### src/rtl/core/ncdf_pkg.sv
// ncdf_pkg: shared types, signed Q4.30 coefficient tables and the rounded
// product used by the normal cdf Horner stages. No dependencies.
package ncdf_pkg;

  localparam int Q              = 30;
  localparam int ACC_W          = 34;
  localparam int N_STAGES       = 14;
  localparam int IN_W           = 16;
  localparam int OUT_W          = 17;
  localparam int DEF_IN_FRAC    = 11;
  localparam int DEF_OUT_FRAC   = 16;

  typedef logic signed [ACC_W-1:0] acc_t;

  localparam acc_t ONE_Q = acc_t'(1) <<< Q;

  localparam acc_t INNER_C [9] = '{
    acc_t'(134023), acc_t'(-1154492), acc_t'(5582142), acc_t'(-20614009),
    acc_t'(63408788), acc_t'(-163175204), acc_t'(342687852),
    acc_t'(-571147980), acc_t'(856722023)
  };

  localparam acc_t OUTER_C [15] = '{
    acc_t'(-48593), acc_t'(163777), acc_t'(-20979), acc_t'(-726821),
    acc_t'(1493150), acc_t'(-853218), acc_t'(-2184265), acc_t'(7032785),
    acc_t'(-11336164), acc_t'(12488098), acc_t'(-9963737), acc_t'(5748362),
    acc_t'(-2299170), acc_t'(574785), acc_t'(1073673811)
  };

  typedef struct packed {
    logic inner;
    logic zero;
    logic tail;
    logic neg;
    acc_t acc;
    acc_t opnd;
    acc_t y;
  } stage_t;

  // q30 product, round to nearest, halves away from zero
  function automatic acc_t qmul(acc_t a, acc_t b);
    logic                 neg;
    logic [ACC_W-1:0]     ma;
    logic [ACC_W-1:0]     mb;
    logic [2*ACC_W-1:0]   p;
    logic [ACC_W-1:0]     m;
    neg = a[ACC_W-1] ^ b[ACC_W-1];
    ma  = a[ACC_W-1] ? ACC_W'(-a) : ACC_W'(a);
    mb  = b[ACC_W-1] ? ACC_W'(-b) : ACC_W'(b);
    p   = {{ACC_W{1'b0}}, ma} * {{ACC_W{1'b0}}, mb}
        + ((2*ACC_W)'(1) << (Q-1));
    m   = p[Q +: ACC_W];
    return neg ? acc_t'(-m) : acc_t'(m);
  endfunction

endpackage

### src/rtl/core/ncdf_horner_stage.sv
// ncdf_horner_stage: one Horner step, a rounded multiply and add, per stage;
// inner stages 1, 10 only multiply; 11-14 pass on. Depends on ncdf_pkg.
module ncdf_horner_stage import ncdf_pkg::*; #(
  parameter int STAGE = 1
) (
  input  logic   clk,
  input  logic   rst_n,
  input  logic   en,
  input  logic   in_v,
  input  stage_t st_in,
  output logic   v_r,
  output stage_t st_r
);

  localparam int II = (STAGE >= 2 && STAGE <= 9) ? STAGE - 1 : 0;
  localparam int OI = (STAGE >= 1 && STAGE <= 14) ? STAGE : 0;

  acc_t   a;
  acc_t   b;
  acc_t   p;
  stage_t st_nxt;

  always_comb begin
    st_nxt = st_in;
    a = (st_in.inner && STAGE == 1) ? st_in.y : st_in.acc;
    if (!st_in.inner) begin
      b = st_in.opnd;
    end else if (STAGE == 1) begin
      b = st_in.y;
    end else if (STAGE == 10) begin
      b = st_in.y <<< 1;
    end else begin
      b = st_in.opnd;
    end
    p = qmul(a, b);
    if (st_in.inner) begin
      if (STAGE == 1) begin
        st_nxt.opnd = p;
        st_nxt.acc  = INNER_C[0];
      end else if (STAGE <= 9) begin
        st_nxt.acc = p + INNER_C[II];
      end else if (STAGE == 10) begin
        st_nxt.acc = p;
      end
    end else begin
      st_nxt.acc = p + OUTER_C[OI];
    end
  end

  always_ff @(posedge clk) begin
    if (!rst_n) begin
      v_r <= 1'b0;
    end else if (en) begin
      v_r <= in_v;
    end
  end

  always_ff @(posedge clk) begin
    if (en) begin
      st_r <= st_nxt;
    end
  end

endmodule

### config.mk
export PLATFORM = sky130hd
export DESIGN_NAME = ncdf_horner_stage
export DESIGN_NICKNAME = d
export VERILOG_FILES = /design/src/rtl/core/ncdf_pkg.sv /design/src/rtl/core/ncdf_horner_stage.sv
export SDC_FILE = /design/constraint.sdc
export NUM_CORES = 2
export LEC_CHECK = 0
export ABC_CLOCK_PERIOD_IN_PS = 40600
export BUFFER_PORTS_ARGS = -buffer_cell sky130_fd_sc_hd__buf_4
export CAP_MARGIN = 20
export CORE_UTILIZATION = 35
export DETAILED_ROUTE_END_ITERATION = 10
export GPL_TIMING_DRIVEN = 0
export PLACE_DENSITY = 0.61
export SYNTH_ARGS = -nofsm -noshare
export SYNTH_HDL_FRONTEND = slang
export SYNTH_SLANG_ARGS = --single-unit
### constraint.sdc
create_clock -name clk -period 40.6 [get_ports clk]
set_clock_uncertainty 0.15 [all_clocks]
set_input_delay 2.03 -clock clk [delete_from_list [all_inputs] [get_ports clk]]
set_output_delay 2.03 -clock clk [all_outputs]
set_load 0.01 [all_outputs]
==> out/metrics.cfg <==
[job]
maxCapViolCount = 0

[clock_tree]
cts.clk_slew.worst_paths_ns = 0.09
root_buffer = clkbuf_16
clkSinkCount = 107
cts_resized = 0
insertion_delay_ns = 0.39
cts_buffer_depth = 2
cts_made_buffers = 9
cts_max_level = 3
post_cts_buffers = 0
hold_buffers = 0
cts_tree = built

[synth]
synth_compound_area_frac = 0.0722
ys_top_cells_by_area = fa_1 45%, inv_1 9.3%, ha_1 7.8%
yosys.area_share.simple = 0.161
synth_fa_ha_area_frac = 0.528
synth_top_flop_cell = edfxtp_1
synth_top_area_share = 0.450
yosysWarnings = 0
synth_top_area_cell = fa_1
muxShareOfSynthArea = 0.0153
syn-mean-instance-area_sq_um = 8.70
yosysSeqAreaShare = 0.0707
synth_top_family_by_area = adder cells
synth-edff-count = 106
synth-xor-area-share = 0.0381
synth_area_sq_mm = 0.0453
ys_ff_latch = 107
synthCells = 5209
synth-async-reset-ratio = 0
syn-num-nets = 6619
ys_types = 114

[floorplanning]
die_w_microns = 362
io_pins = 217
core_area_sq_mm = 0.128
die_height_microns = 362
die-area_sq_mm = 0.131
row_count = 131
floorplan.initialDensity = 0.354

[place]
place_ws_ns = 17.97
gp_congestion = 1.06
place_area_sq_mm = 0.0499
portBuffers = 216
dp_hpwl_microns = 171000

[worst_hold_path]
hold_path.class = reg2reg
whs_path_depth = 2

[global_route]
grt_overflow = 0
grt_max_degree = 64
grt_use_total = 0.308
grt_pass1_wl_microns = 286000
antenna_found_initial = 15
grt_pass1_vias = 41000

[run_status]
status = completed

[worst_setup_path]
critPathLaunchType = primary input
crit_type = in2reg
crit_top_cell = fa_1
endpoint_kind = register
critPathSlowestCell = clkbuf_1
cp_max_fo = 10
cp.required_ns = 40.57
worstPathArrival_ns = 23.15
r2r_cells = 2
cpPeakStageDelay_ns = 0.93

[drt]
first_iter_violations = 5065
drt.antenna.violating_nets = 0
viasPerCell = 5.57
drt_wl_total_microns = 202000
detail_route.wl_per_cell_microns = 28.0
firstDrtPassIters = 6
via_count = 40300
drc_errors = 0

[layout]
utilization = 0.394
drive_gt1_frac = 0.0790
fin_nets = 6911
post-route-cell-area_sq_mm = 0.0504
syn_to_final_growth_pct = 11.2
nFillCells = 13000

[timing]
finalCritPeriodShare = 0.571
slew_viol_final = 0
final.min_clock_period_ns = 23.19
rsz0062_at_grt = false
postLayoutSetupSlackWorst_ns = 17.41
finalHoldViolCount = 0
setup_tns_ns = 0
maxSlewHeadroom = 0.136
max_freq_mhz = 43.1
tightest_slew_ns = 1.30
setup_viol = 0

[state kept, by name, summed over array words and instances (netlist names)]
signal,count
st_r,106
v_r,1
[cell usage in the layout, fill, tap and decap left out, types with 20 or more instances in the layout]
| cell | instances |
|---|---|
| and3_1 | 20 |
| nand2_1 | 744 |
| fa_1 | 1018 |
| a21oi_1 | 132 |
| xor2_1 | 64 |
| nand4_1 | 33 |
| edfxtp_1 | 106 |
| nor3_1 | 62 |
| a21o_1 | 39 |
| ha_1 | 282 |
| mux2i_1 | 51 |
| o21ai_0 | 93 |
| and2_1 | 43 |
| nor2_1 | 619 |
| buf_2 | 24 |
| nor2b_1 | 27 |
| buf_8 | 20 |
| buf_4 | 244 |
| clkbuf_1 | 206 |
| inv_1 | 1122 |
| nand3_1 | 24 |
| xnor2_1 | 101 |
[Yosys cell counts, drive strengths merged (23+ instances only)]
cell       n
inv     1122
fa      1018
nand2    744
nor2     621
ha       282
clkbuf   206
a21oi    135
xnor2    110
o21ai    109
edfxtp   106
xor2      82
nor3      67
mux2i     53
and2      45
a21o      39
buf       38
nand4     34
nor2b     27
nand3     24
o31ai     23
[worst max-delay path: cells and delay by family]
kind,cells,cell delay [ns]
buffers and inverters,24,8.36
XOR/XNOR,2,0.87
AND/OR/NAND/NOR,9,2.85
AO/OA/AOI/OAI,11,3.79
adder cells (fa/ha/maj),11,5.20
[through the flow]
step           hold slack [ns]  instances
2_1_floorplan            0.388       5209
3_3_place_gp             0.352       7154
3_5_place_dp             0.373       7206
4_1_cts                  0.395       7222
5_1_grt                  0.449       7240
6_report                 0.387       7243
[area by class of cell]
class	instances	area [sq um]	area share
Clock buffer	9	225	0.00447
Tap cell	1729	2160	0.0429
Timing Repair Buffer	281	2340	0.0465
Buffer	244	986	0.0196
Multi-Input combinational cell	3734	37100	0.737
Antenna cell	8	20.0	0.000397
Sequential cell	107	3200	0.0636
Inverter	1124	4220	0.0838
Clock inverter	7	108	0.00214
[logic make-up after synthesis]
family,count (synthesis)
flops,107
compound gates,475
mux,67
fa+ha+maj,1300
simple gates,1699
buf+inv,1368
xor+xnor,193
[layer usage]
metal,vias to the layer above,GRT usage,part of all wire
met3,692,0.0916,0.13
met4,12,0.214,0.086
met5,-,0,0.00038
li1,16400,-,-
met1,20500,0.394,0.37
met2,2711,0.446,0.41
[final timing paths]
kind	slack [ns]	from	endpoint
worst max-delay path	17.41	st_in[105]	st_r[100]
worst min-delay path	0.39	v_r	v_r
worst max register to register	39.85	v_r	v_r
worst min register to register	0.39	v_r	v_r
Power is not shown: default switching activity piles up to over one toggle a cycle in this logic, so the estimate is an artifact.
