[config.mk]
export PLATFORM = sky130hd
export DESIGN_NAME = ncdf_back
export DESIGN_NICKNAME = d
export VERILOG_FILES = /design/src/rtl/core/ncdf_pkg.sv /design/src/rtl/core/ncdf_back.sv
export SDC_FILE = /design/constraint.sdc
export NUM_CORES = 1
export LEC_CHECK = 0
export BUFFER_PORTS_ARGS = -buffer_cell sky130_fd_sc_hd__buf_4
export CAP_MARGIN = 20
export CORE_UTILIZATION = 45
export DETAILED_ROUTE_END_ITERATION = 16
export PLACE_DENSITY = 0.82
export RECOVER_POWER = 25
export SLEW_MARGIN = 20
export SYNTH_ARGS = -nofsm -noshare
export SYNTH_HDL_FRONTEND = slang
export SYNTH_SLANG_ARGS = --single-unit
[constraint.sdc]
create_clock -name clk -period 12.6 [get_ports clk]
set_input_delay 1.89 -clock clk [delete_from_list [all_inputs] [get_ports clk]]
set_output_delay 1.89 -clock clk [all_outputs]
set_load 0.02 [all_outputs]
[src/rtl/core/ncdf_pkg.sv]
// ncdf_pkg: shared types, signed Q4.30 coefficient tables and the rounded
// product used by the normal cdf Horner stages. No dependencies.
package ncdf_pkg;

  localparam int Q              = 30;
  localparam int ACC_W          = 34;
  localparam int N_STAGES       = 14;
  localparam int IN_W           = 16;
  localparam int OUT_W          = 17;
  localparam int DEF_IN_FRAC    = 11;
  localparam int DEF_OUT_FRAC   = 16;

  typedef logic signed [ACC_W-1:0] acc_t;

  localparam acc_t ONE_Q = acc_t'(1) <<< Q;

  localparam acc_t INNER_C [9] = '{
    acc_t'(134023), acc_t'(-1154492), acc_t'(5582142), acc_t'(-20614009),
    acc_t'(63408788), acc_t'(-163175204), acc_t'(342687852),
    acc_t'(-571147980), acc_t'(856722023)
  };

  localparam acc_t OUTER_C [15] = '{
    acc_t'(-48593), acc_t'(163777), acc_t'(-20979), acc_t'(-726821),
    acc_t'(1493150), acc_t'(-853218), acc_t'(-2184265), acc_t'(7032785),
    acc_t'(-11336164), acc_t'(12488098), acc_t'(-9963737), acc_t'(5748362),
    acc_t'(-2299170), acc_t'(574785), acc_t'(1073673811)
  };

  typedef struct packed {
    logic inner;
    logic zero;
    logic tail;
    logic neg;
    acc_t acc;
    acc_t opnd;
    acc_t y;
  } stage_t;

  // q30 product, round to nearest, halves away from zero
  function automatic acc_t qmul(acc_t a, acc_t b);
    logic                 neg;
    logic [ACC_W-1:0]     ma;
    logic [ACC_W-1:0]     mb;
    logic [2*ACC_W-1:0]   p;
    logic [ACC_W-1:0]     m;
    neg = a[ACC_W-1] ^ b[ACC_W-1];
    ma  = a[ACC_W-1] ? ACC_W'(-a) : ACC_W'(a);
    mb  = b[ACC_W-1] ? ACC_W'(-b) : ACC_W'(b);
    p   = {{ACC_W{1'b0}}, ma} * {{ACC_W{1'b0}}, mb}
        + ((2*ACC_W)'(1) << (Q-1));
    m   = p[Q +: ACC_W];
    return neg ? acc_t'(-m) : acc_t'(m);
  endfunction

endpackage

[src/rtl/core/ncdf_back.sv]
// ncdf_back: sign mirror, clamp, output rounding and output register.
// Depends on ncdf_pkg.
module ncdf_back import ncdf_pkg::*; #(
  parameter int OUT_FRAC_BITS = DEF_OUT_FRAC
) (
  input  logic             clk,
  input  logic             rst_n,
  input  logic             in_v,
  input  stage_t           st_in,
  input  logic             out_stall,
  output logic             rdy,
  output logic             out_valid,
  output logic [OUT_W-1:0] out_probability
);

  localparam int SHIFT = 31 - OUT_FRAC_BITS;

  logic signed [ACC_W:0] s;
  logic [ACC_W:0]        r;
  acc_t                  z;
  logic [OUT_W-1:0]      prob_nxt;

  assign rdy = !out_valid || !out_stall;

  always_comb begin
    z = st_in.tail ? ONE_Q : st_in.acc;
    s = st_in.neg ? ((ACC_W+1)'(ONE_Q) - (ACC_W+1)'(z))
                  : ((ACC_W+1)'(ONE_Q) + (ACC_W+1)'(z));
    if (s < 0) begin
      s = '0;
    end else if (s > ((ACC_W+1)'(ONE_Q) <<< 1)) begin
      s = (ACC_W+1)'(ONE_Q) <<< 1;
    end
    r = ((ACC_W+1)'(s) + ((ACC_W+1)'(1) << (SHIFT-1))) >> SHIFT;
    prob_nxt = st_in.zero ? OUT_W'(1) << (OUT_FRAC_BITS-1) : r[OUT_W-1:0];
  end

  always_ff @(posedge clk) begin
    if (!rst_n) begin
      out_valid <= 1'b0;
    end else if (rdy) begin
      out_valid <= in_v;
    end
  end

  always_ff @(posedge clk) begin
    if (rdy) begin
      out_probability <= prob_nxt;
    end
  end

endmodule

==> run_results.csv <==
group,metric,value,unit
run_status,outcome,"finished clean",
cts,clock_path_buffers,2,
worst_setup_path,rr_worst_depth,1,
detailed_routing,via_count,3476,
final_layout,final_cell_mix,"46 x buf_4, 38 x nor2_1, 27 x nor3_1",
die,die_area,6860,µm²
placement,dp_hpwl,6840,µm
timing,relSlewSlack,26.9,%
placement,placed_area,3350,µm²
final_layout,fillCellCount,633,
cts,cts_tree,"built",
cts,postCtsSetupBuffers,0,
min_path,hold_path_class,"reg2reg",
worst_setup_path,critical_path.max_fanout,46,
global_routing,grt_overflow,0,
yosys,synth_seq_cells,18,
final_layout,num_antenna_cells,0,
yosys,syn_area,2940,µm²
final_layout,final_area,3360,µm²
worst_setup_path,cp-end-kind,"flop",
final_layout,final_nets,550,
yosys,synth_area_per_cell,7.28,µm²
final_layout,syn_to_final_growth,14.2,%
final_layout,final_core_util,53.2,%
power_and_ir_drop,seqPwrFrac,33.0,%
timing,maxSlewViolCount,0,
timing,worst_pin_slew,1090,ps
die,io_pins,129,
timing,fin_tns_setup,0,ps
cts,cts.clk_slew.worst_paths,60,ps
die,core,6310,µm²
yosys,synthFlopType,"edfxtp_1",
power_and_ir_drop,p_sw,0.0000829,W
power_and_ir_drop,switching_share,37.8,%
yosys,yosysSeqAreaShare,18.0,%
yosys,syn_nets,517,
global_routing,antenna_found_initial,0,
cts,root_buffer,"clkbuf_8",
worst_setup_path,worstSetupStartpointType,"input pin",
power_and_ir_drop,leakage,1.11,nW
cts,cts_hold_buf,0,
global_routing,track_usage,25.8,%
detailed_routing,viasPerCell,6.78,
global_routing,grt_pass1_wl,14900,µm
yosys,yosys_warnings,0,
worst_setup_path,crit_required,12680,ps
placement,port-buffer-count,59,
detailed_routing,ant_nets,0,
timing,fmax,136,MHz
global_routing,grt_pass1_vias,3153,
final_layout,drive_gt1_share,16.7,%
detailed_routing,wl_per_cell,17.4,µm
cts,cts_buffers,3,
timing,fin_hold_ws,541,ps
detailed_routing,firstDrtPassIters,5,
power_and_ir_drop,irDropWorstVdd,0.0618,mV
power_and_ir_drop,clkPwrFrac,20.9,%
worst_setup_path,worstSetupPathType,"in2reg",
yosys,synthArstFlopShare,0,%
detailed_routing,wl,8940,µm
worst_setup_path,cp.arrival,7450,ps
power_and_ir_drop,power_density,65.4,nW/µm²
final_layout,final_common_cell,"buf_4",
die,rows,29,
power_and_ir_drop,p_int,0.000137,W
yosys,synth_edf_count,17,
cts,htree_levels,1,
detailed_routing,drc,0,
global_routing,grt_max_degree,52,
cts,ctsResizeCount,0,
placement,place_congestion,0.957,
die,start_util,46.6,%
detailed_routing,drt_iter0_drc,241,
cts,clock_latency,250,ps
yosys,synth_cells,404,
job,cap_violations,0,
die,die_y,82.8,µm
cts,clkSinkCount,18,
yosys,synth_cell_types,74,
die,die_w,82.8,µm
timing,finalCritPeriodShare,58.6,%
timing,hold_viol,0,
timing,min_period,7380,ps
timing,grt_setup_unrepaired,"no",
power_and_ir_drop,pwr-share-comb,46.1,%
timing,fin_worst_skew,3.28,ps
timing,finalSetupViolations,0,
min_path,whs_path_depth,2,
==> per-layer routing <==
layer  global-route usage, %  part of all wire [%]  routed length [µm]
met2                    42.5                    47                4210
met5                       0                     0                   0
met3                    5.47                   9.3                 833
met1                    31.8                    41                3650
met4                    12.5                   2.8                 248
==> critical path: stages <==
cell and delay (ps):
buf_4 380, clkinv_1 580, nand2_1 200, ha_1 540, nor4b_2 590, o211ai_1 260, o211ai_1 280, nor3b_1 560
o2111ai_1 240, nor4b_2 300, a31oi_1 140, nor2_1 140, ha_1 180, nor2b_1 310, nand3_1 200, o41a_1 470
a221oi_2 190
==> area by class of cell <==
cell class              instances  area (µm²)  area share (%)
clock buffers                   4        55.1            1.64
well taps                      77        96.3            2.87
repair buffers                 59         398            11.9
multi-input cells             350        2260            67.3
flip-flops and latches         18         531            15.8
inverters                       5        18.8           0.559
==> final timing paths <==
kind	from	end	slack, ps
hold / removal	out_valid	out_valid	540
setup / recovery	st_in[103]	out_probability[15]	5220
hold reg to reg	out_valid	out_valid	540
setup reg to reg	out_valid	out_probability[11]	11390
==> flip-flops by register name, summed over array words and instances (netlist names) <==
signal / cells
out_probability: 17
out_valid: 1
==> power by group through the flow <==
stage | registers [W] | clock network (W) | logic [W]
2_1_floorplan | 0.0000807 | 0 | 0.0000598
3_3_place_gp | 0.0000737 | 0 | 0.000100
3_5_place_dp | 0.0000741 | 0 | 0.000102
4_1_cts | 0.0000728 | 0.0000465 | 0.000102
5_1_grt | 0.0000731 | 0.0000481 | 0.000110
6_report | 0.0000725 | 0.0000459 | 0.000101
==> cells in the mapped netlist, types with 3 or more instances <==
cell type   n  area (µm²)
or3b_2      3        26.3
nor2_1     38         143
o21a_1      4        30.0
nand2_1    22        82.6
ha_1        3        37.5
nor3b_1     4        30.0
a311oi_1    3        26.3
nand4_1    12        75.1
xnor2_1     8        70.1
o31ai_1    11        82.6
nor4_1     17         106
a211oi_1    3        22.5
a31oi_1     6        37.5
a21oi_1    20         100
clkbuf_1   27         101
o21ai_0    18        90.1
o211a_1     3        30.0
or2_2       3        18.8
xor2_1      4        35.0
nor2b_1    17         106
or4_1       7        52.6
a31o_1      3        26.3
a21o_1      3        22.5
o21ai_1     4        20.0
mux2i_1     4        40.0
or3_1      11        68.8
nor3_1     27         135
inv_1       3        11.3
nand2b_1   12        75.1
nand3_1    15        75.1
o211ai_1   11        82.6
o221ai_1    3        26.3
and3_1      4        25.0
edfxtp_1   17         510
==> cells by family (layout without fill, tap and decap cells) <==
| family | count (synthesis) | in the layout | synth area share, % |
|---|---|---|---|
| compound gates | 117 | 117 | 28.0 |
| mux | 7 | 7 | 2.51 |
| buf+inv | 36 | 68 | 5.15 |
| fa+ha+maj | 3 | 3 | 1.28 |
| xor+xnor | 12 | 12 | 3.57 |
| flops | 18 | 18 | 18.0 |
| simple gates | 211 | 211 | 41.4 |
==> stage by stage <==
step | setup WS, ps | std cells | power, W
floorplan | 6400 | 404 | 0.000141
global placement | 5120 | 509 | 0.000174
detailed placement | 5120 | 509 | 0.000176
CTS | 5350 | 513 | 0.000221
global route | 4820 | 513 | 0.000231
finish | 5220 | 513 | 0.000220
Power figures use the tool's default switching activity.
