===== src/rtl/core/ncdf_pkg.sv =====
// ncdf_pkg: shared types, signed Q4.30 coefficient tables and the rounded
// product used by the normal cdf Horner stages. No dependencies.
package ncdf_pkg;

  localparam int Q              = 30;
  localparam int ACC_W          = 34;
  localparam int N_STAGES       = 14;
  localparam int IN_W           = 16;
  localparam int OUT_W          = 17;
  localparam int DEF_IN_FRAC    = 11;
  localparam int DEF_OUT_FRAC   = 16;

  typedef logic signed [ACC_W-1:0] acc_t;

  localparam acc_t ONE_Q = acc_t'(1) <<< Q;

  localparam acc_t INNER_C [9] = '{
    acc_t'(134023), acc_t'(-1154492), acc_t'(5582142), acc_t'(-20614009),
    acc_t'(63408788), acc_t'(-163175204), acc_t'(342687852),
    acc_t'(-571147980), acc_t'(856722023)
  };

  localparam acc_t OUTER_C [15] = '{
    acc_t'(-48593), acc_t'(163777), acc_t'(-20979), acc_t'(-726821),
    acc_t'(1493150), acc_t'(-853218), acc_t'(-2184265), acc_t'(7032785),
    acc_t'(-11336164), acc_t'(12488098), acc_t'(-9963737), acc_t'(5748362),
    acc_t'(-2299170), acc_t'(574785), acc_t'(1073673811)
  };

  typedef struct packed {
    logic inner;
    logic zero;
    logic tail;
    logic neg;
    acc_t acc;
    acc_t opnd;
    acc_t y;
  } stage_t;

  // q30 product, round to nearest, halves away from zero
  function automatic acc_t qmul(acc_t a, acc_t b);
    logic                 neg;
    logic [ACC_W-1:0]     ma;
    logic [ACC_W-1:0]     mb;
    logic [2*ACC_W-1:0]   p;
    logic [ACC_W-1:0]     m;
    neg = a[ACC_W-1] ^ b[ACC_W-1];
    ma  = a[ACC_W-1] ? ACC_W'(-a) : ACC_W'(a);
    mb  = b[ACC_W-1] ? ACC_W'(-b) : ACC_W'(b);
    p   = {{ACC_W{1'b0}}, ma} * {{ACC_W{1'b0}}, mb}
        + ((2*ACC_W)'(1) << (Q-1));
    m   = p[Q +: ACC_W];
    return neg ? acc_t'(-m) : acc_t'(m);
  endfunction

endpackage


===== src/rtl/core/ncdf_front.sv =====
// ncdf_front: argument decode, range flags and Q4.30 operand set-up.
// Depends on ncdf_pkg.
module ncdf_front import ncdf_pkg::*; #(
  parameter int IN_FRAC_BITS = DEF_IN_FRAC
) (
  input  logic                   clk,
  input  logic                   rst_n,
  input  logic                   en,
  input  logic                   in_v,
  input  logic signed [IN_W-1:0] arg,
  output logic                   v_r,
  output stage_t                 st_r
);

  logic [IN_W:0] ax;
  logic          neg;
  acc_t          y;
  stage_t        st_nxt;

  always_comb begin
    neg = arg[IN_W-1];
    ax  = neg ? (IN_W+1)'(-{arg[IN_W-1], arg}) : (IN_W+1)'({1'b0, arg});
    y   = acc_t'(ax) <<< (Q - 1 - IN_FRAC_BITS);
    st_nxt.neg   = neg;
    st_nxt.zero  = (arg == '0);
    st_nxt.tail  = {15'd0, ax} >= (32'd6 << IN_FRAC_BITS);
    st_nxt.inner = {15'd0, ax} <  (32'd2 << IN_FRAC_BITS);
    st_nxt.y     = y;
    st_nxt.opnd  = y - (ONE_Q <<< 1);
    st_nxt.acc   = OUTER_C[0];
  end

  always_ff @(posedge clk) begin
    if (!rst_n) begin
      v_r <= 1'b0;
    end else if (en) begin
      v_r <= in_v;
    end
  end

  always_ff @(posedge clk) begin
    if (en) begin
      st_r <= st_nxt;
    end
  end

endmodule


===== config.mk =====
export PLATFORM = sky130hd
export DESIGN_NAME = ncdf_front
export DESIGN_NICKNAME = d
export VERILOG_FILES = /design/src/rtl/core/ncdf_pkg.sv /design/src/rtl/core/ncdf_front.sv
export SDC_FILE = /design/constraint.sdc
export NUM_CORES = 1
export LEC_CHECK = 0
export BUFFER_PORTS_ARGS = -buffer_cell sky130_fd_sc_hd__buf_2
export CORE_ASPECT_RATIO = 2
export CORE_MARGIN = 4
export CORE_UTILIZATION = 47
export DETAILED_ROUTE_END_ITERATION = 7
export GPL_TIMING_DRIVEN = 0
export MAX_ROUTING_LAYER = met4
export PLACE_DENSITY = 0.94
export SLEW_MARGIN = 20
export SYNTH_ARGS = -nofsm -noshare
export SYNTH_HDL_FRONTEND = slang
export SYNTH_SLANG_ARGS = --single-unit

===== constraint.sdc =====
create_clock -name clk -period 5.6 [get_ports clk]
set_input_delay 0.56 -clock clk [delete_from_list [all_inputs] [get_ports clk]]
set_output_delay 0.56 -clock clk [all_outputs]
set_load 0.01 [all_outputs]

==> results of run 1 <==
-- cell families after synthesis --
| family | after synthesis | synth area share (%) |
|---|---|---|
| buffers and inverters | 97 | 34.3 |
| and+or+nand+nor | 41 | 11.6 |
| other | 2 | 0.373 |
| AOI/OAI and AO/OA | 23 | 9.52 |
| muxes | 3 | 1.55 |
| DFF | 24 | 35.3 |
| xor gates and xnor gates | 14 | 6.09 |
| adders and majority gates | 2 | 1.24 |
-- cell type report --
| type | instances | area, um^2 | area share (%) |
|---|---|---|---|
| Buffer | 91 | 667 | 25.0 |
| Inverter | 6 | 22.5 | 0.845 |
| Clock buffer | 3 | 41.3 | 1.55 |
| Sequential cell | 24 | 711 | 26.7 |
| Timing Repair Buffer | 52 | 260 | 9.77 |
| Clock inverter | 1 | 30.0 | 1.13 |
| Tap cell | 52 | 65.1 | 2.44 |
| Multi-Input combinational cell | 153 | 867 | 32.6 |
-- registers in the layout, indices dropped and copies added, names as in the netlist --
name  cells
v_r       1
st_r     23
-- worst register-to-register path: stages, from the launching register on --
cell     delay (ns)
dfxtp_1        0.32
mux2i_1        0.13
nor2b_1        0.06
-- routing by layer --
metal	up-vias	routed length [um]
li1	816	-
met3	10	541
met1	777	1430
met2	115	2830
met5	-	0
met4	0	114
-- power by group --
| part | internal (uW) | switching (uW) | leakage (uW) |
|---|---|---|---|
| registers | 218 | 5.94 | 0.000232 |
| logic | 82.6 | 94.4 | 0.00109 |
| clock network | 95.5 | 52.2 | 0.0000357 |
| total | 396 | 153 | 0.00135 |
-- metrics by stage --
step	instance area [um^2]	total power (uW)	instances	setup slack, ns
final	2660	549	382	2.72
after global routing	2660	573	382	2.69
after CTS	2660	545	382	2.75
after detailed placement	2590	401	378	2.51
after global placement	2590	396	378	2.58
after floorplan	2270	350	274	2.97
-- cells in the final DEF, fill, tap and decap left out, types with 4 or more instances in the layout --
cell type   n
nand2_1     4
a21oi_1     4
nand3_1     4
buf_4      84
nor2_1      5
xor2_1      4
edfxtp_1   23
xnor2_1    10
inv_1       6
a31oi_1     5
nor3_1      8
conb_1     70
buf_2      54
-- path summary, 6_finish.rpt --
check | start | to | cells past startpoint
max reg2reg | v_r | v_r | 2
max | arg[4] | st_r[103] | 9
min | arg[15] | st_r[102] | 1
min reg2reg | v_r | v_r | 2
==> impl_metrics.tcl, run 1 <==
set metrics [dict create \
    wire_per_inst_um 12.9 \
    clockBufferDepth 2 \
    synth_cell_type_count 45 \
    synth_largest_area_cell "edfxtp_1" \
    io_buffers 52 \
    cp-start-kind "input port" \
    skew_ns 0 \
    cts_num_sinks 24 \
    peakVddDrop_uv 128 \
    htreeDepth 1 \
    ys.flop_type "edfxtp_1" \
    cp_top_family "simple AND/OR/NAND/NOR gates" \
    drc 0 \
    fill_cells 333 \
    slew_violations 0 \
    async_flop_share_pct 0 \
    ant_nets 0 \
    setup_tns_ns 0 \
    post-dp-hpwl_um 4230 \
    r2r_setup_slack_ns 4.99 \
    n_antenna_cell 0 \
    grt_max_degree 25 \
    grt-ovfl-total 0 \
    synth_edf_count 23 \
    cts_setup_buffers 0 \
    start_util_pct 48.7 \
    p_leak_uw 0.00135 \
    nNetsFinal 353 \
    clkLatencyLatePin_ns 0.26 \
    use_met1_pct 15.0 \
    path_cells "buf_2 > nor4_1 > clkbuf_1 > nand4_1 > o31a_1 > xnor2_1 > ha_1 > and2_1 > a311o_1" \
    antenna_found_initial 0 \
    worstSetupPathType "in -> reg" \
    viasPerCell 4.50 \
    drive_gt1_share_pct 45.5 \
    worstMarginPinSlew_ns 0.642 \
    avgSynthCellArea_um2 9.77 \
    worstSetupEndpointType "flop" \
    cts_tree "yes" \
    worstPathRequired_ns 5.61 \
    postCtsResizedCells 0 \
    syn_to_final_growth_pct 32.4 \
    use_met3_pct 2.07 \
    io_pins 127 \
    final_util_pct 64.5 \
    min_period_over_period_pct 51.5 \
    postCtsHoldBufs 0 \
    synth_cells 206 \
    crit_buf_inv 2 \
    clock-root-buffer "clkbuf_8" \
    slowest_stage "nor4_1" \
    min_path_type "in -> reg" \
    setup_viol 0 \
    drt-pass1-iter-count 4 \
    die_area_um2 5450 \
    die_height_um 101 \
    die_w_um 54.3 \
    post-route-min-period_ns 2.88 \
    status "finished, final reports clean" \
    synthMostInstantiatedCell "buf_4" \
    ys_seq_area_share_pct 35.3 \
    cp.arrival_ns 2.90 \
    synth-seq-cells 24 \
    fmax_mhz 347 \
    synth_area_leaders "edfxtp_1, buf_4, xnor2_1" \
    slew_headroom_pct 56.8 \
    yosysWarningCount 0 \
    timing.hold.ws_ns 0.499 \
    cap_violations 0 \
    use_met2_pct 35.8 \
    synth.top_cell.area_share_pct 34.3 \
    numCtsBuffers 3 \
    critPathMaxFanout 10 \
    num_vias 1718 \
    wl_um 4920 \
    drt_iter0_drc 67 \
    hold_viol 0 \
    synth_area_um2 2010 \
    fp-row-count 33 \
    core_area_um2 4130 \
    critPathMaxStageDelay_ns 0.45 \
    grt_pass1_vias 1522 \
    track_usage_pct 18.0 \
    clk_pin_slew_ns 0.08 \
    p_per_area_nw_per_um2 206 \
    top_usage_layer "met2" \
    yosys-top-cells-count "buf_4, edfxtp_1, xnor2_1" \
    grt_setup_unrepaired "no" \
    gp_congestion 0.966 \
    grt_pass1_wl_um 7020 \
]
No activity file was read; power rests on OpenSTA's default activity.
==> run 2, diff against run 1 <==
CORE_UTILIZATION = 39   (was 47)
PLACE_DENSITY = 0.84   (was 0.94)
clock period = 2.65 ns   (was 5.6 ns; I/O delays follow)
==> run 2 against run 1 <==
Via count fell by 6.1%. Die area grew 18%. Worst hold slack got worse by 0.30 ns. Global-route usage shrank 4.8 points. Sequential cell count unchanged.
==> impl_metrics.tcl, run 2 (synthesis gave the netlist of run 1 again) <==
set metrics [dict create \
    antenna_found_initial 0 \
    grt_pass1_wl_um 6220 \
    final_common_cell "buf_4" \
    peakVddDrop_uv 249 \
    fmax_mhz 394 \
    cp.arrival_ns 2.56 \
    cp_top_family "simple AND/OR/NAND/NOR gates" \
    slowest_stage "nor4_1" \
    die_height_um 110 \
    power_frac_comb_pct 33.7 \
    p_total_uw 1090 \
    die_area_um2 6440 \
    drc 0 \
    cp-start-kind "input port" \
    wl_um 4420 \
    largest_reg_flops 23 \
    ant_nets 0 \
    p_seq_share_pct 43.5 \
    power_switching_uw 319 \
    htreeDepth 1 \
    cts_tree "yes" \
    grt-ovfl-total 0 \
    cts_setup_buffers 0 \
    num_vias 1613 \
    post-dp-hpwl_um 3820 \
    clockBufferDepth 2 \
    r2r_setup_slack_ns 2.05 \
    track_usage_pct 13.1 \
    die_w_um 58.8 \
    crit_end "st_r[103]" \
    hold_viol 0 \
    slew_violations 0 \
    worstMarginPinSlew_ns 0.577 \
    start_util_pct 40.6 \
    worstSetupPathType "in -> reg" \
    viasPerCell 4.17 \
    switching_share_pct 29.4 \
    pwr-share-clk_pct 22.7 \
    gp_congestion 0.931 \
    cts_num_sinks 24 \
    path_cells "buf_2 > nor4_1 > clkbuf_2 > nand4_1 > o31a_1 > xnor2_1 > ha_1 > and2_1 > a311o_1" \
    cap_violations 0 \
    nNetsFinal 353 \
    drt_iter0_drc 39 \
    worstPathRequired_ns 2.68 \
    worstReg2RegEnd "v_r" \
    grt_pass1_vias 1350 \
    n_antenna_cell 0 \
    p_leak_uw 0.00135 \
    grt_max_degree 25 \
    wire_per_inst_um 11.4 \
    p_per_area_nw_per_um2 409 \
    top_regs "st_r (23), v_r (1)" \
    r2r_start "v_r" \
    mostFrequentLayoutCells "buf_4, conb_1, buf_2" \
    slew_headroom_pct 61.2 \
    fp-row-count 36 \
    postCtsHoldBufs 0 \
    worstSetupEndpointType "flop" \
    min_path_type "in -> reg" \
    core_area_um2 4950 \
    setup_viol 0 \
    drive_gt1_share_pct 45.8 \
    status "finished, final reports clean" \
    min_period_over_period_pct 95.7 \
    io_buffers 52 \
    internal-power_uw 768 \
    io_pins 127 \
    startpoint "arg[5]" \
    place_area_um2 2600 \
    crit_buf_inv 2 \
    r2r_cells 2 \
    numCtsBuffers 3 \
    grt_setup_unrepaired "no" \
    skew_ns 0 \
    drt-pass1-iter-count 4 \
    critPathMaxStageDelay_ns 0.52 \
    top_register "st_r" \
    clkLatencyLatePin_ns 0.27 \
    clock-root-buffer "clkbuf_8" \
    syn_to_final_growth_pct 32.0 \
    clk_pin_slew_ns 0.08 \
    finalInstanceArea_um2 2660 \
    cp.depth 9 \
    post-route-min-period_ns 2.54 \
    critPathMaxFanout 10 \
]
run 2: power groups by stage:
stage	logic, uW	clock network [uW]	registers (uW)
final	367	247	473
after global routing	399	258	480
after CTS	363	250	474
after detailed placement	362	0	483
after global placement	357	0	482
after floorplan	237	0	504
run 2: worst min-delay path by stage:
stage / from / endpoint / slack (ns) / depth (start not counted)
4_1_cts: arg[15] / st_r[102] / 0.20 / 1
3_5_place_dp: arg[15] / st_r[102] / 0.48 / 1
2_1_floorplan: arg[15] / st_r[102] / 0.36 / 0
6_report: arg[15] / st_r[102] / 0.20 / 1
3_3_place_gp: arg[15] / st_r[102] / 0.48 / 1
5_1_grt: arg[15] / st_r[102] / 0.20 / 1
run 2: cell type report:
type                            count  area [um^2]
Buffer                             91          668
Clock buffer                        4         55.1
Fill cell                         487         2300
Inverter                            6         22.5
Multi-Input combinational cell    153          867
Sequential cell                    24          711
Tap cell                           57         71.3
Timing Repair Buffer               52          260
run 2: metal layers:
layer  GRT usage, %  up-vias  routed length (um)
met5              -        -                   0
met4           8.27        0                 123
met3           2.94        7                 599
met2           25.6       95                2450
met1           10.2      700                1240
li1               -      811                   -
run 2: metrics by stage:
step / TNS (ns) / instances / hold WS, ns / utilization (%) / setup slack [ns]
2_1_floorplan: 0 / 274 / 0.364 / - / 0.318
3_3_place_gp: -0.191 / 383 / 0.475 / 52.4 / -0.191
3_5_place_dp: -0.217 / 383 / 0.477 / 52.4 / -0.217
4_1_cts: 0 / 387 / 0.198 / 53.6 / 0.0784
5_1_grt: 0 / 387 / 0.198 / 53.6 / 0.0190
6_report: 0 / 387 / 0.200 / 53.6 / 0.114
run 2: timing repair:
item                                    4_1_cts  5_1_grt
resized for setup                             0        2
endpoints found under the setup margin        0        1
endpoints found under the hold margin         0        0
==> run 3, diff against run 2 <==
CORE_UTILIZATION = 47   (was 39)
GPL_TIMING_DRIVEN = not set   (was 0)
PLACE_DENSITY = 0.94   (was 0.84)
clock period = 3.05 ns   (was 2.65 ns; I/O delays follow)
==> run 3 against run 2 <==
Largest power group unchanged. Largest cell class is now multi-input combinational cells. Critical path type unchanged. Non-clock buffer count fell by 85. Clock skew unchanged. First-iteration DRC count is 28% lower. Clock power rose by 9.3%.
==> impl_metrics.tcl, run 3 (synthesis gave the netlist of run 1 again) <==
set metrics [dict create \
    num_vias 1371 \
    grt_pass1_vias 1227 \
    p_per_area_nw_per_um2 445 \
    hold_viol 0 \
    postCtsResizedCells 0 \
    status "finished, final reports clean" \
    setup_tns_ns 0 \
    drc 0 \
    worstMarginPinSlew_ns 0.550 \
    cp.arrival_ns 2.36 \
    worstReg2RegEnd "v_r" \
    nNetsFinal 268 \
    cts_num_sinks 24 \
    io_buffers 56 \
    top_register "st_r" \
    min_path_type "in -> reg" \
    worstSetupPathType "in -> reg" \
    critPathMaxFanout 9 \
    worstPathRequired_ns 3.07 \
    final_common_cell "conb_1" \
    r2r_setup_slack_ns 2.42 \
    viasPerCell 4.62 \
    worstSetupEndpointType "flop" \
    ant_nets 0 \
    hold_path_depth 2 \
    wire_per_inst_um 13.5 \
    hold_path_end "v_r" \
    r2r_start "v_r" \
    die_w_um 54.3 \
    clock-root-buffer "clkbuf_8" \
    worstHoldStart "rst_n" \
    start_util_pct 48.7 \
    timing.hold.ws_ns 0.250 \
    grt-ovfl-total 0 \
    fmax_mhz 426 \
    n_antenna_cell 0 \
    htreeDepth 1 \
    grt_setup_unrepaired "no" \
    cp-start-kind "input port" \
    skew_ns 0 \
    core_area_um2 4130 \
    fp-row-count 33 \
    r2r_cells 2 \
    top_regs "st_r (23), v_r (1)" \
    peakVddDrop_uv 207 \
    drive_gt1_share_pct 28.2 \
    track_usage_pct 14.9 \
    cts_setup_buffers 0 \
    p_total_uw 905 \
    post-route-min-period_ns 2.35 \
    mostFrequentLayoutCells "conb_1, buf_2, edfxtp_1" \
    die_area_um2 5450 \
    min_period_over_period_pct 76.9 \
    place_area_um2 1960 \
    clk_pin_slew_ns 0.08 \
    cts_tree "yes" \
    clkLatencyLatePin_ns 0.26 \
    largest_reg_flops 23 \
    gp_congestion 0.873 \
    wl_um 4000 \
    cap_violations 0 \
    grt_max_degree 25 \
    p_leak_uw 0.000946 \
    post-dp-hpwl_um 3430 \
    slew_headroom_pct 63.0 \
    setup_viol 0 \
    syn_to_final_growth_pct 0.995 \
    drt-pass1-iter-count 4 \
    numCtsBuffers 3 \
    drt_iter0_drc 28 \
    grt_pass1_wl_um 5780 \
    die_height_um 101 \
    slew_violations 0 \
    io_pins 127 \
    clockBufferDepth 2 \
    antenna_found_initial 0 \
    postCtsHoldBufs 0 \
    finalInstanceArea_um2 2030 \
]
## run 3: changes by cell type in the layout (fill, tap and decap cells not counted), sizes merged
cell / change
bufinv: +1
buf: -82
clkbuf: -4
## run 3: worst max-delay path by stage
stage	startpoint	to	slack, ns	depth (start not counted)
2_1_floorplan	arg[4]	st_r[103]	0.68	8
6_report	arg[6]	st_r[103]	0.70	8
3_5_place_dp	arg[6]	st_r[103]	0.45	8
3_3_place_gp	arg[6]	st_r[103]	0.54	8
5_1_grt	arg[6]	st_r[103]	0.58	8
4_1_cts	arg[6]	st_r[103]	0.71	8
## run 3: through the flow
stage          util, %  setup WS (ns)  cells
5_1_grt           49.2          0.579    297
4_1_cts           49.2          0.713    297
6_report          49.2          0.703    297
3_5_place_dp      47.5          0.453    293
3_3_place_gp      47.5          0.537    293
2_1_floorplan        -          0.678    274
## run 3: layer usage
metal  GRT usage [%]  vias to the layer above  share of wire [%]
met3            1.48                       12                 10
li1                -                      641                  -
met1            13.0                      617                 29
met2            27.1                      101                 56
met5               -                        -                  0
met4            10.6                        0                4.2
## run 3: where the power goes
group          internal (uW)  switching (uW)  leakage [uW]
Sequential               400            10.1      0.000232
Combinational           72.8             152      0.000677
Clock                    175            94.3     0.0000357
## run 3: worst max-delay path: stages
cell and delay (ns):
buf_2 0.15, nor4_1 0.53, nand4_1 0.20, o31a_1 0.34, xnor2_1 0.18, ha_1 0.20
and2_1 0.13, a311o_1 0.31
## run 3: final cells by class
| cell class | count | area, um^2 |
|---|---|---|
| well taps | 52 | 65.1 |
| repair buffers | 58 | 295 |
| clock inverters | 1 | 30.0 |
| fillers | 427 | 2100 |
| clock buffers | 3 | 41.3 |
| multi-input cells | 153 | 867 |
| flip-flops and latches | 24 | 711 |
| inverters | 6 | 22.5 |
